**config.mk**
```make
export PLATFORM = sky130hd
export DESIGN_NAME = lfsr_word_generator
export DESIGN_NICKNAME = d
export VERILOG_FILES = /design/src/design/lwg_pkg.sv /design/src/design/lfsr_word_generator.sv
export VERILOG_INCLUDE_DIRS = /design/src /design/src/design
export SDC_FILE = /design/constraint.sdc
export NUM_CORES = 1
export LEC_CHECK = 0
export ABC_AREA = 1
export ABC_CLOCK_PERIOD_IN_PS = 4900
export CAP_MARGIN = 20
export CORE_UTILIZATION = 42
export CTS_CLUSTER_DIAMETER = 30
export DETAILED_ROUTE_END_ITERATION = 8
export DONT_BUFFER_PORTS = 1
export GPL_ROUTABILITY_DRIVEN = 1
export GPL_TIMING_DRIVEN = 0
export HOLD_SLACK_MARGIN = 0.06
export PLACE_DENSITY = 0.6
export SYNTH_ARGS = -nofsm -noshare
export SYNTH_HDL_FRONTEND = slang
export SYNTH_SLANG_ARGS = --single-unit
```
**constraint.sdc**
```tcl
create_clock -name clk -period 4.9 [get_ports clk]
set_input_delay 0.49 -clock clk [delete_from_list [all_inputs] [get_ports clk]]
set_output_delay 0.49 -clock clk [all_outputs]
set_load 0.05 [all_outputs]
```
**src/design/lfsr_word_generator_assert.svh**
```systemverilog
// assertion macros for the lfsr word generator
// expects signals named clk and rst_n in the including module
`ifndef LFSR_WORD_GENERATOR_ASSERT_SVH
`define LFSR_WORD_GENERATOR_ASSERT_SVH

// same-cycle implication, checked out of reset
`define LWG_ASSERT_NOW(lbl, ante, cons, msg) \
  lbl: assert property (@(posedge clk) disable iff (!rst_n) (ante) |-> (cons)) else $error(msg);

// next-cycle implication, checked out of reset
`define LWG_ASSERT_NEXT(lbl, ante, cons, msg) \
  lbl: assert property (@(posedge clk) disable iff (!rst_n) (ante) |=> (cons)) else $error(msg);

`endif

```
**src/design/lwg_pkg.sv**
```systemverilog
// package for the lfsr word generator: mode codes, tap masks and the
// gf(2) transfer matrices built at elaboration; no dependencies
`timescale 1ns / 1ps

package lwg_pkg;

  localparam int unsigned STATE_W = 64;

  typedef enum logic [1:0] {
    MODE_W16 = 2'd0,
    MODE_W32 = 2'd1,
    MODE_W64 = 2'd2
  } width_mode_t;

  typedef enum logic {
    OP_LOAD = 1'b0,
    OP_GEN  = 1'b1
  } opcode_t;

  localparam width_mode_t MODE_RESET = MODE_W32;

  localparam int unsigned W16 = 16;
  localparam int unsigned W32 = 32;
  localparam int unsigned W64 = 64;

  // feedback positions
  localparam int unsigned FB_POS_16 = 15;
  localparam int unsigned FB_POS_32 = 31;
  localparam int unsigned FB_POS_64 = 58;

  // clocks in 64-bit mode until bits above the feedback bit have drained
  localparam int unsigned DRAIN_STEPS = STATE_W - 1 - FB_POS_64;

  localparam logic [STATE_W-1:0] TAPS_16 = 64'h0000_0000_0000_8017;
  localparam logic [STATE_W-1:0] TAPS_32 = 64'h0000_0000_8000_0057;
  localparam logic [STATE_W-1:0] TAPS_64 = 64'h0400_0000_0000_003D;

  // row i holds the mask of start-state bits whose xor gives bit i
  typedef logic [STATE_W-1:0][STATE_W-1:0] gf2_mat_t;

  // symbolic run of the linear shift register for a number of clocks;
  // returns either the final state map or the collected word map
  function automatic gf2_mat_t build_mat(input int fb_pos, input logic [STATE_W-1:0] taps,
                                         input int steps, input bit want_word);
    gf2_mat_t st;
    gf2_mat_t wd;
    logic [STATE_W-1:0] fb;
    for (int i = 0; i < STATE_W; i++) begin
      st[i] = '0;
      st[i][i] = 1'b1;
    end
    wd = '0;
    for (int k = 0; k < steps; k++) begin
      fb = '0;
      for (int j = 0; j < STATE_W; j++) begin
        if (taps[j]) begin
          fb = fb ^ st[j];
        end
      end
      for (int i = 0; i < STATE_W; i++) begin
        if (i < fb_pos) begin
          st[i] = st[i+1];
        end else if (i > fb_pos) begin
          st[i] = '0;
        end
      end
      st[fb_pos] = fb;
      wd[steps-1-k] = st[0];
    end
    return want_word ? wd : st;
  endfunction

  // matrix times vector over gf(2): one parity per output bit
  function automatic logic [STATE_W-1:0] gf2_apply(input gf2_mat_t m,
                                                   input logic [STATE_W-1:0] v);
    logic [STATE_W-1:0] res;
    for (int i = 0; i < STATE_W; i++) begin
      res[i] = ^(m[i] & v);
    end
    return res;
  endfunction

  localparam gf2_mat_t NS_16 = build_mat(FB_POS_16, TAPS_16, W16, 1'b0);
  localparam gf2_mat_t WD_16 = build_mat(FB_POS_16, TAPS_16, W16, 1'b1);
  localparam gf2_mat_t NS_32 = build_mat(FB_POS_32, TAPS_32, W32, 1'b0);
  localparam gf2_mat_t WD_32 = build_mat(FB_POS_32, TAPS_32, W32, 1'b1);
  localparam gf2_mat_t NS_64 = build_mat(FB_POS_64, TAPS_64, W64 - DRAIN_STEPS, 1'b0);
  localparam gf2_mat_t WD_64 = build_mat(FB_POS_64, TAPS_64, W64 - DRAIN_STEPS, 1'b1);

endpackage

```
**src/design/lfsr_word_generator.sv**
```systemverilog
// lfsr word generator: one shift register run at 16, 32 or 64 bits
// input channel in_valid/in_ready carries in_opcode and in_seed_value;
//   a load transaction writes the register, truncated to the width, no result
//   a generate transaction clocks the register once per word bit and returns
//   the collected bits (first bit msb) on out_valid/out_ready as out_random_word
// cfg_we/cfg_wdata write the width mode (0: 16, 1: 32, 2 or 3: 64 bits);
//   write it only while no transaction is in flight
// latency: a generate result is valid the cycle after it is accepted
// throughput: one transaction per cycle; all clocks of a word are folded into
//   precomputed gf(2) matrices, plus five explicit clocks in 64-bit mode
//   while the bits above the feedback tap drain, all in one cycle
// stall: the result register holds until taken; in_ready stays high while
//   the result register is empty or is being taken this cycle
// reset (rst_n low, synchronous): register = 1, mode = 32 bits, no result
`timescale 1ns / 1ps

module lfsr_word_generator (
  input  logic                       clk,
  input  logic                       rst_n,
  input  logic                       cfg_we,
  input  logic [1:0]                 cfg_wdata,
  input  logic                       in_valid,
  output logic                       in_ready,
  input  logic                       in_opcode,
  input  logic [lwg_pkg::STATE_W-1:0] in_seed_value,
  output logic                       out_valid,
  input  logic                       out_ready,
  output logic [lwg_pkg::STATE_W-1:0] out_random_word
);
  import lwg_pkg::*;

  // registers
  width_mode_t          mode_r, mode_nxt;
  logic [STATE_W-1:0]   state_r, state_nxt;
  logic                 out_valid_r, out_valid_nxt;
  logic [STATE_W-1:0]   word_r, word_nxt;

  // datapath
  logic                 in_fire;
  logic [STATE_W-1:0]   width_mask;
  logic [STATE_W-1:0]   state_masked;
  logic [STATE_W-1:0]   start_state;
  logic [STATE_W-1:0]   drained;
  logic [DRAIN_STEPS-1:0] drain_bits;
  logic                 drain_fb;
  logic [STATE_W-1:0]   gen_state;
  logic [STATE_W-1:0]   gen_word;

  assign in_ready        = !out_valid_r || out_ready;
  assign in_fire         = in_valid && in_ready;
  assign out_valid       = out_valid_r;
  assign out_random_word = word_r;

  // width mask; unused code 3 runs as 64-bit
  always_comb begin
    case (mode_r)
      MODE_W16: width_mask = {{(STATE_W-W16){1'b0}}, {W16{1'b1}}};
      MODE_W32: width_mask = {{(STATE_W-W32){1'b0}}, {W32{1'b1}}};
      default:  width_mask = {STATE_W{1'b1}};
    endcase
  end

  // truncate to width, then force an all-zero register to one
  assign state_masked = state_r & width_mask;
  assign start_state  = (state_masked == '0) ? STATE_W'(1) : state_masked;

  // 64-bit mode: feedback is ored in at the tap, so the clocks that still see
  // bits above it are run explicitly; after them the register is linear
  always_comb begin
    drained    = start_state;
    drain_bits = '0;
    drain_fb   = 1'b0;
    for (int k = 0; k < DRAIN_STEPS; k++) begin
      drain_fb   = ^(drained & TAPS_64);
      drained    = (drained >> 1) | (STATE_W'(drain_fb) << FB_POS_64);
      drain_bits = {drain_bits[DRAIN_STEPS-2:0], drained[0]};
    end
  end

  // remaining clocks through the elaboration-time transfer matrices
  always_comb begin
    case (mode_r)
      MODE_W16: begin
        gen_state = gf2_apply(NS_16, start_state);
        gen_word  = gf2_apply(WD_16, start_state);
      end
      MODE_W32: begin
        gen_state = gf2_apply(NS_32, start_state);
        gen_word  = gf2_apply(WD_32, start_state);
      end
      default: begin
        gen_state = gf2_apply(NS_64, drained);
        gen_word  = (STATE_W'(drain_bits) << (W64 - DRAIN_STEPS))
                  | gf2_apply(WD_64, drained);
      end
    endcase
  end

  // next-state logic
  always_comb begin
    mode_nxt      = mode_r;
    state_nxt     = state_r;
    out_valid_nxt = out_valid_r;
    word_nxt      = word_r;
    if (cfg_we) begin
      mode_nxt = width_mode_t'(cfg_wdata);
    end
    if (out_ready) begin
      out_valid_nxt = 1'b0;
    end
    if (in_fire) begin
      if (in_opcode == OP_LOAD) begin
        state_nxt = in_seed_value & width_mask;
      end else begin
        state_nxt     = gen_state;
        word_nxt      = gen_word;
        out_valid_nxt = 1'b1;
      end
    end
  end

  always_ff @(posedge clk) begin
    if (!rst_n) begin
      mode_r      <= MODE_RESET;
      state_r     <= STATE_W'(1);
      out_valid_r <= 1'b0;
    end else begin
      mode_r      <= mode_nxt;
      state_r     <= state_nxt;
      out_valid_r <= out_valid_nxt;
    end
    word_r <= word_nxt;
  end

`include "lfsr_word_generator_assert.svh"

  // a generate always leaves a result behind
  `LWG_ASSERT_NEXT(a_gen_gives_result, in_fire && (in_opcode == OP_GEN), out_valid, "generate lost its result")

  // a load never leaves a result behind
  `LWG_ASSERT_NEXT(a_load_no_result, in_fire && (in_opcode == OP_LOAD), !out_valid, "load produced a result")

  // a generate never leaves the register at zero
  `LWG_ASSERT_NEXT(a_gen_nonzero, in_fire && (in_opcode == OP_GEN), state_r != '0, "register stuck at zero")

  // a load in a narrow mode keeps the upper half clear
  `LWG_ASSERT_NEXT(a_load_trunc, in_fire && (in_opcode == OP_LOAD) && !mode_r[1] && !cfg_we, state_r[STATE_W-1:W32] == '0, "load not truncated")

endmodule

```
### After elaboration in Yosys (flattened, before gate mapping)

Index checks and enable logic that the tools add are counted.

| operators by class | value |
|---|---|
| bitwise logic cells | 8 |
| mux-type cells | 8 |
| equality and inequality tests | 1 |
| reductions and logical operators | 207 |

Operators with widths:

| cell | count |
|---|---|
| $reduce_xor 64->1 | 201 |
| $pmux 64 s2 | 2 |
| $and 64x64->64 | 2 |
| $mux 64 | 2 |
| $pmux 59 s2 | 1 |
| $logic_not 64->1 | 1 |
| $or 64x59->64 | 1 |
| $or 63x59->63 | 1 |
| $or 62x59->62 | 1 |
| $or 61x59->61 | 1 |
| $or 60x59->60 | 1 |
| $or 59x59->59 | 1 |
| $mux 1 | 3 |
| $eq 2x1->1 const B | 1 |
| $logic_not 2->1 | 1 |
| $reduce_and 2->1 | 1 |
| $logic_and 1x1->1 | 1 |
| $logic_not 1->1 | 1 |
| $logic_or 1x1->1 | 1 |

| word-level totals | value |
|---|---|
| output and inout port bits | 66 |
| register bits after elaboration | 131 |
| input bits | 72 |
| logic and storage cells | 228 |

### Logic depth before layout (Yosys ltp)

| depth | value |
|---|---|
| depth in word-level cells | 18 |
| mapped depth | 33 |
| mapped depth without buffers | 31 |

### Least setup slack after synthesis

OpenSTA, ideal clock, no wires.

| path | value |
|---|---|
| path type | reg-to-reg |
| start point | reg out_valid_r (netlist: out_valid) |
| end point | reg word_r[0] (netlist: out_random_word[0]) (enable) |
| data arrival time | 3.960 ns |
| library setup time | 0.490 ns |
| slack | 0.451 ns |
| stages on the path, launching flop included | 4 |
| period minus slack after synthesis | 4.449 ns |
| data required time | 4.410 ns |
| path buffers | 0 |
| cells stage by stage | dfxtp_1 nand2_1 nand2_1 nor2_1 |

| between the ends | value |
|---|---|
| word-level cells in the longest chain between the ends | 4 |

Ends and longest elaborated chain:

| what | RTL line | source |
|---|---|---|
| start: declaration | lfsr_word_generator.sv:35 | `logic out_valid_r, out_valid_nxt;` |
| start signal: assignment | lfsr_word_generator.sv:130 | `out_valid_r <= out_valid_nxt;` |
| $logic_not 1->1 | lfsr_word_generator.sv:49 | `assign in_ready = !out_valid_r \|\| out_ready;` |
| $logic_or 1x1->1 | lfsr_word_generator.sv:49 |  |
| net in_ready | lfsr_word_generator.sv:23 | `output logic in_ready,` |
| $logic_and 1x1->1 | lfsr_word_generator.sv:50 | `assign in_fire = in_valid && in_ready;` |
| $reduce_and 2->1 (no line) | - |  |
| end signal: assignment | lfsr_word_generator.sv:132 | `word_r <= word_nxt;` |
| end: declaration | lfsr_word_generator.sv:36 | `logic [STATE_W-1:0] word_r, word_nxt;` |

The timed path passes the listed nets, and every way through them passes these cells.
A chain may end at the register's enable or synchronous reset.

### Final worst setup path

| path | value |
|---|---|
| start point | reg mode_r[1] |
| end point | reg state_r[1] |

| between the ends | value |
|---|---|
| word-level cells in the longest chain between the ends | 18 |
| elaborated cells between the ends (all ways) | 21 |
| those cells by class | 1 x eq/ne; 4 x mux; 6 x bitwise; 10 x reduce/logical |

Ends and longest elaborated chain:

| what | RTL line | source |
|---|---|---|
| start: declaration | lfsr_word_generator.sv:33 | `width_mode_t mode_r, mode_nxt;` |
| start signal: assignment | lfsr_word_generator.sv:128 | `mode_r <= mode_nxt;` |
| $eq 2x1->1 or $logic_not 2->1 (tied branches) | lfsr_word_generator.sv:56, lfsr_word_generator.sv:82 |  |
| $pmux 64 s2 | lfsr_word_generator.sv:56 | `case (mode_r)` |
| $and 64x64->64 | lfsr_word_generator.sv:64 | `assign state_masked = state_r & width_mask;` |
| $logic_not 64->1 | lfsr_word_generator.sv:65 | `assign start_state = (state_masked == '0) ? STATE_W'(1) : state_masked;` |
| $mux 64 | lfsr_word_generator.sv:65 |  |
| $reduce_xor 64->1 | lfsr_word_generator.sv:74 | `drain_fb = ^(drained & TAPS_64);` |
| $or 63x59->63 | lfsr_word_generator.sv:75 | `drained = (drained >> 1) \| (STATE_W'(drain_fb) << FB_POS_64);` |
| $reduce_xor 64->1 | lfsr_word_generator.sv:74 |  |
| (+2 left out) | - |  |
| $or 61x59->61 | lfsr_word_generator.sv:75 |  |
| $reduce_xor 64->1 | lfsr_word_generator.sv:74 |  |
| $or 60x59->60 | lfsr_word_generator.sv:75 |  |
| $reduce_xor 64->1 | lfsr_word_generator.sv:74 |  |
| $or 59x59->59 | lfsr_word_generator.sv:75 |  |
| $reduce_xor 64->1 | lwg_pkg.sv:78 | `res[i] = ^(m[i] & v);` |
| $pmux 59 s2 (*) | lfsr_word_generator.sv:82 | `case (mode_r)` |
| $mux 64 (*) | lfsr_word_generator.sv:112 | `if (in_opcode == OP_LOAD) begin` |
| end signal: assignment | lfsr_word_generator.sv:129 | `state_r <= state_nxt;` |
| end: declaration | lfsr_word_generator.sv:34 | `logic [STATE_W-1:0] state_r, state_nxt;` |

Every way passes the cells marked *; elsewhere a longest branch is shown, timed or not.

==> run_results.csv <==
group,metric,value,unit
yosys,syn_area,0.0120,sq mm
power_and_ir_drop,power.leakage,5.75,nW
outcome,status,"finished clean",
floorplan,die_area,0.0292,sq mm
worst_hold_path,hp-start,"rst_n",
global_route,grt_busiest_layer,"met2",
cts,clock-sinks,131,
drt,antenna_left,0,
timing,tns,0,ns
timing,period_share,88.5,%
timing,skew,0.0162,ns
global_route,overflow,0,
yosys,synthXorXnorAreaFrac,26.2,%
yosys,synth_area_per_cell,7.08,sq um
drt,first_pass_iters,5,
floorplan,ioPinCount,138,
yosys,synth_top_family_by_area,"XOR/XNOR gates",
timing,finalSetupViolations,0,
floorplan,start_util,43.0,%
cts,cts_setup_buffers,0,
global_route,grt_use_met2,50.5,%
timing,max_slew_margin,26.3,%
cells_and_area,syn2layout_area_growth,9.49,%
place,place_inst,2075,
drt,dr_total_vias,11300,
worst_setup_path,r2r_slack,0.56,ns
cts,ctsHoldBuffers,0,
floorplan,die_h,171,um
yosys,ys_ff_latch,131,
power_and_ir_drop,finalPower,11.6,mW
worst_setup_path,r2r_end,"state_r[1]",
place,place.gp.congestion,0.973,
drt,dr.first_iter.drc_count,1141,
global_route,antenna_found_initial,1,
cts,clkTransAtPathRegs,0.06,ns
cells_and_area,final_cell_mix,"nand2_1 (385), xor2_1 (243), nor2_1 (156)",
drt,vias_per_cell,5.37,
drt,drc_errors,0,
global_route,grt_util_all_layers,31.4,%
cells_and_area,final_common_cell,"nand2_1",
cells_and_area,post_route_cells_drive_above_1_share,9.02,%
yosys,yosys.area_share.adder,0,%
worst_setup_path,worst_path_max_delay_cell,"dfxtp_1",
cells_and_area,nets,1788,
worst_setup_path,r2r-start,"mode_r[1]",
cts,cts_buffer_depth,2,
global_route,use_met1,41.0,%
worst_setup_path,cp.arrival,4.65,ns
timing,rsz0062_at_grt,"false",
yosys,synth-simple-area-share,25.5,%
place,port_buffers,0,
worst_setup_path,worst_setup_path_start_kind,"flip-flop",
floorplan,die_x,171,um
yosys,synthMuxAreaShare,0,%
yosys,ys_types,46,
job,drv_cap,0,
worst_setup_path,crit_type,"reg -> reg",
drt,wl_per_cell,21.1,um
timing,fin_crit,4.34,ns
cts,cts_made_buffers,17,
yosys,async_flop_share,0,%
worst_hold_path,worstHoldPathType,"in -> reg",
yosys,ys_warn_count,0,
drt,routed_wl,44.5,mm
worst_setup_path,cp.required,5.21,ns
global_route,grtUsageMet3,5.16,%
worst_setup_path,rr_worst_depth,29,
power_and_ir_drop,power_density,884,mW/mm^2
global_route,grt_max_degree,30,
worst_hold_path,hold_depth,2,
cts,clock-root-buffer,"clkbuf_16",
floorplan,core-area,0.0279,sq mm
yosys,synth_compound_area_share,12.8,%
timing,fmax,0.231,GHz
cts,insertion_delay,0.45,ns
yosys,syn_nets,1767,
timing,drv_slew,0,
global_route,grt_pass1_vias,10600,
cts,cts_resized,0,
yosys,synth_edf_count,64,
global_route,grt_pass1_wl,66.8,mm
timing,tightest_slew,1.10,ns
place,dp_hpwl,34.9,mm
worst_setup_path,cp_max_fo,10,
floorplan,rows,61,
cts,tritoncts,"done",
worst_setup_path,cp-end-kind,"flip-flop",
power_and_ir_drop,ir_worst_vdd,0.574,mV
yosys,synth_flop_cell,"dfxtp_1",
timing,hold_viol,0,
yosys,syn_inst,1695,
worst_setup_path,slowest_delay,0.30,ns
yosys,synth-seq-area-share,27.2,%
cts,htree_levels,4,
worst_hold_path,hold_path_end,"out_valid",
cells_and_area,final_cell_count_no_fill,2108,
registers in the layout (all words and copies together), names as in the netlist:
| register | count |
|---|---|
| mode_r | 2 |
| state_r | 64 |
| out_random_word | 64 |
| out_valid | 1 |
area by class of cell:
| type | instances | area (sq um) |
|---|---|---|
| antenna | 1 | 2.50 |
| inverter | 160 | 604 |
| multi-input combinational | 1323 | 7750 |
| sequential | 131 | 3260 |
| buffer | 81 | 390 |
| clock inverter | 15 | 183 |
| fill | 2920 | 14800 |
| tap | 378 | 473 |
| timing repair buffer | 2 | 47.5 |
| clock buffer | 17 | 425 |
metal layers:
| layer | part of all wire, % | vias up |
|---|---|---|
| met4 | 4.2 | 0 |
| li1 | - | 5433 |
| met2 | 46 | 527 |
| met3 | 8.3 | 96 |
| met1 | 42 | 5272 |
| met5 | 0 | - |
worst max-delay path, delay by kind of cell, from the launching register on:
| family | cells | cell delay [ns] |
|---|---|---|
| AO/OA/AOI/OAI | 5 | 0.69 |
| flip-flops | 1 | 0.30 |
| AND/OR/NAND/NOR | 19 | 2.35 |
| buffers and inverters | 5 | 0.80 |
stage by stage:
stage          setup slack, ns  hold WS (ns)  utilization [%]  area, sq um
2_1_floorplan            0.451         0.445                -        12000
3_3_place_gp             -1.57         0.457             44.6        12500
3_5_place_dp             0.674         0.457             44.8        12500
4_1_cts                  0.655         0.131             47.0        13100
5_1_grt                  0.302         0.140             47.0        13100
6_report                 0.565         0.144             47.0        13100
power by group:
part | internal [mW] | switching (mW) | leakage [nW]
Sequential | 1.29 | 0.228 | 1.17
Combinational | 3.13 | 5.59 | 4.29
Clock | 0.805 | 0.560 | 0.298
worst max-delay path by stage:
| stage | cells past startpoint | endpoint | slack (ns) | from |
|---|---|---|---|---|
| final | 29 | state_r[1] | 0.56 | mode_r[1] |
| after global routing | 28 | state_r[15] | 0.30 | state_r[7] |
| after CTS | 29 | state_r[1] | 0.66 | mode_r[1] |
| after detailed placement | 29 | state_r[3] | 0.67 | mode_r[1] |
| after global placement | 6 | state_r[57] | -1.57 | out_valid |
| after floorplan | 3 | out_random_word[0] | 0.45 | out_valid |
logic make-up (layout without fill, tap and decap cells):
family / after synthesis / after routing
AOI/OAI and AO/OA: 280 / 280
xor gates and xnor gates: 343 / 343
buffers and inverters: 241 / 275
DFF: 131 / 131
other: 0 / 1
and+or+nand+nor: 700 / 700
cell usage after synthesis (3+ instances only):
| cell type | n | area [sq um] |
|---|---|---|
| buf_1 | 9 | 33.8 |
| inv_2 | 11 | 41.3 |
| a21oi_1 | 124 | 621 |
| xor2_1 | 243 | 2130 |
| xor2_4 | 3 | 82.6 |
| nand3_1 | 76 | 380 |
| inv_1 | 146 | 548 |
| or2_2 | 19 | 119 |
| nor2_2 | 3 | 18.8 |
| nand2_2 | 28 | 175 |
| nand4_1 | 5 | 31.3 |
| o221ai_1 | 17 | 149 |
| a31oi_1 | 3 | 18.8 |
| edfxtp_1 | 64 | 1920 |
| xor2_2 | 5 | 81.3 |
| xnor2_1 | 89 | 780 |
| nand2_4 | 10 | 113 |
| nand2_1 | 385 | 1450 |
| clkbuf_1 | 49 | 184 |
| o21ai_1 | 39 | 195 |
| o211ai_1 | 5 | 37.5 |
| buf_2 | 12 | 60.1 |
| dfxtp_1 | 67 | 1340 |
| buf_6 | 8 | 90.1 |
| buf_4 | 3 | 22.5 |
| o21bai_1 | 4 | 30.0 |
| nand3_4 | 4 | 70.1 |
| nor2_1 | 157 | 589 |
| nand3b_1 | 6 | 45.0 |
| o21ai_0 | 79 | 395 |
No activity file was read; power rests on OpenSTA's default activity.
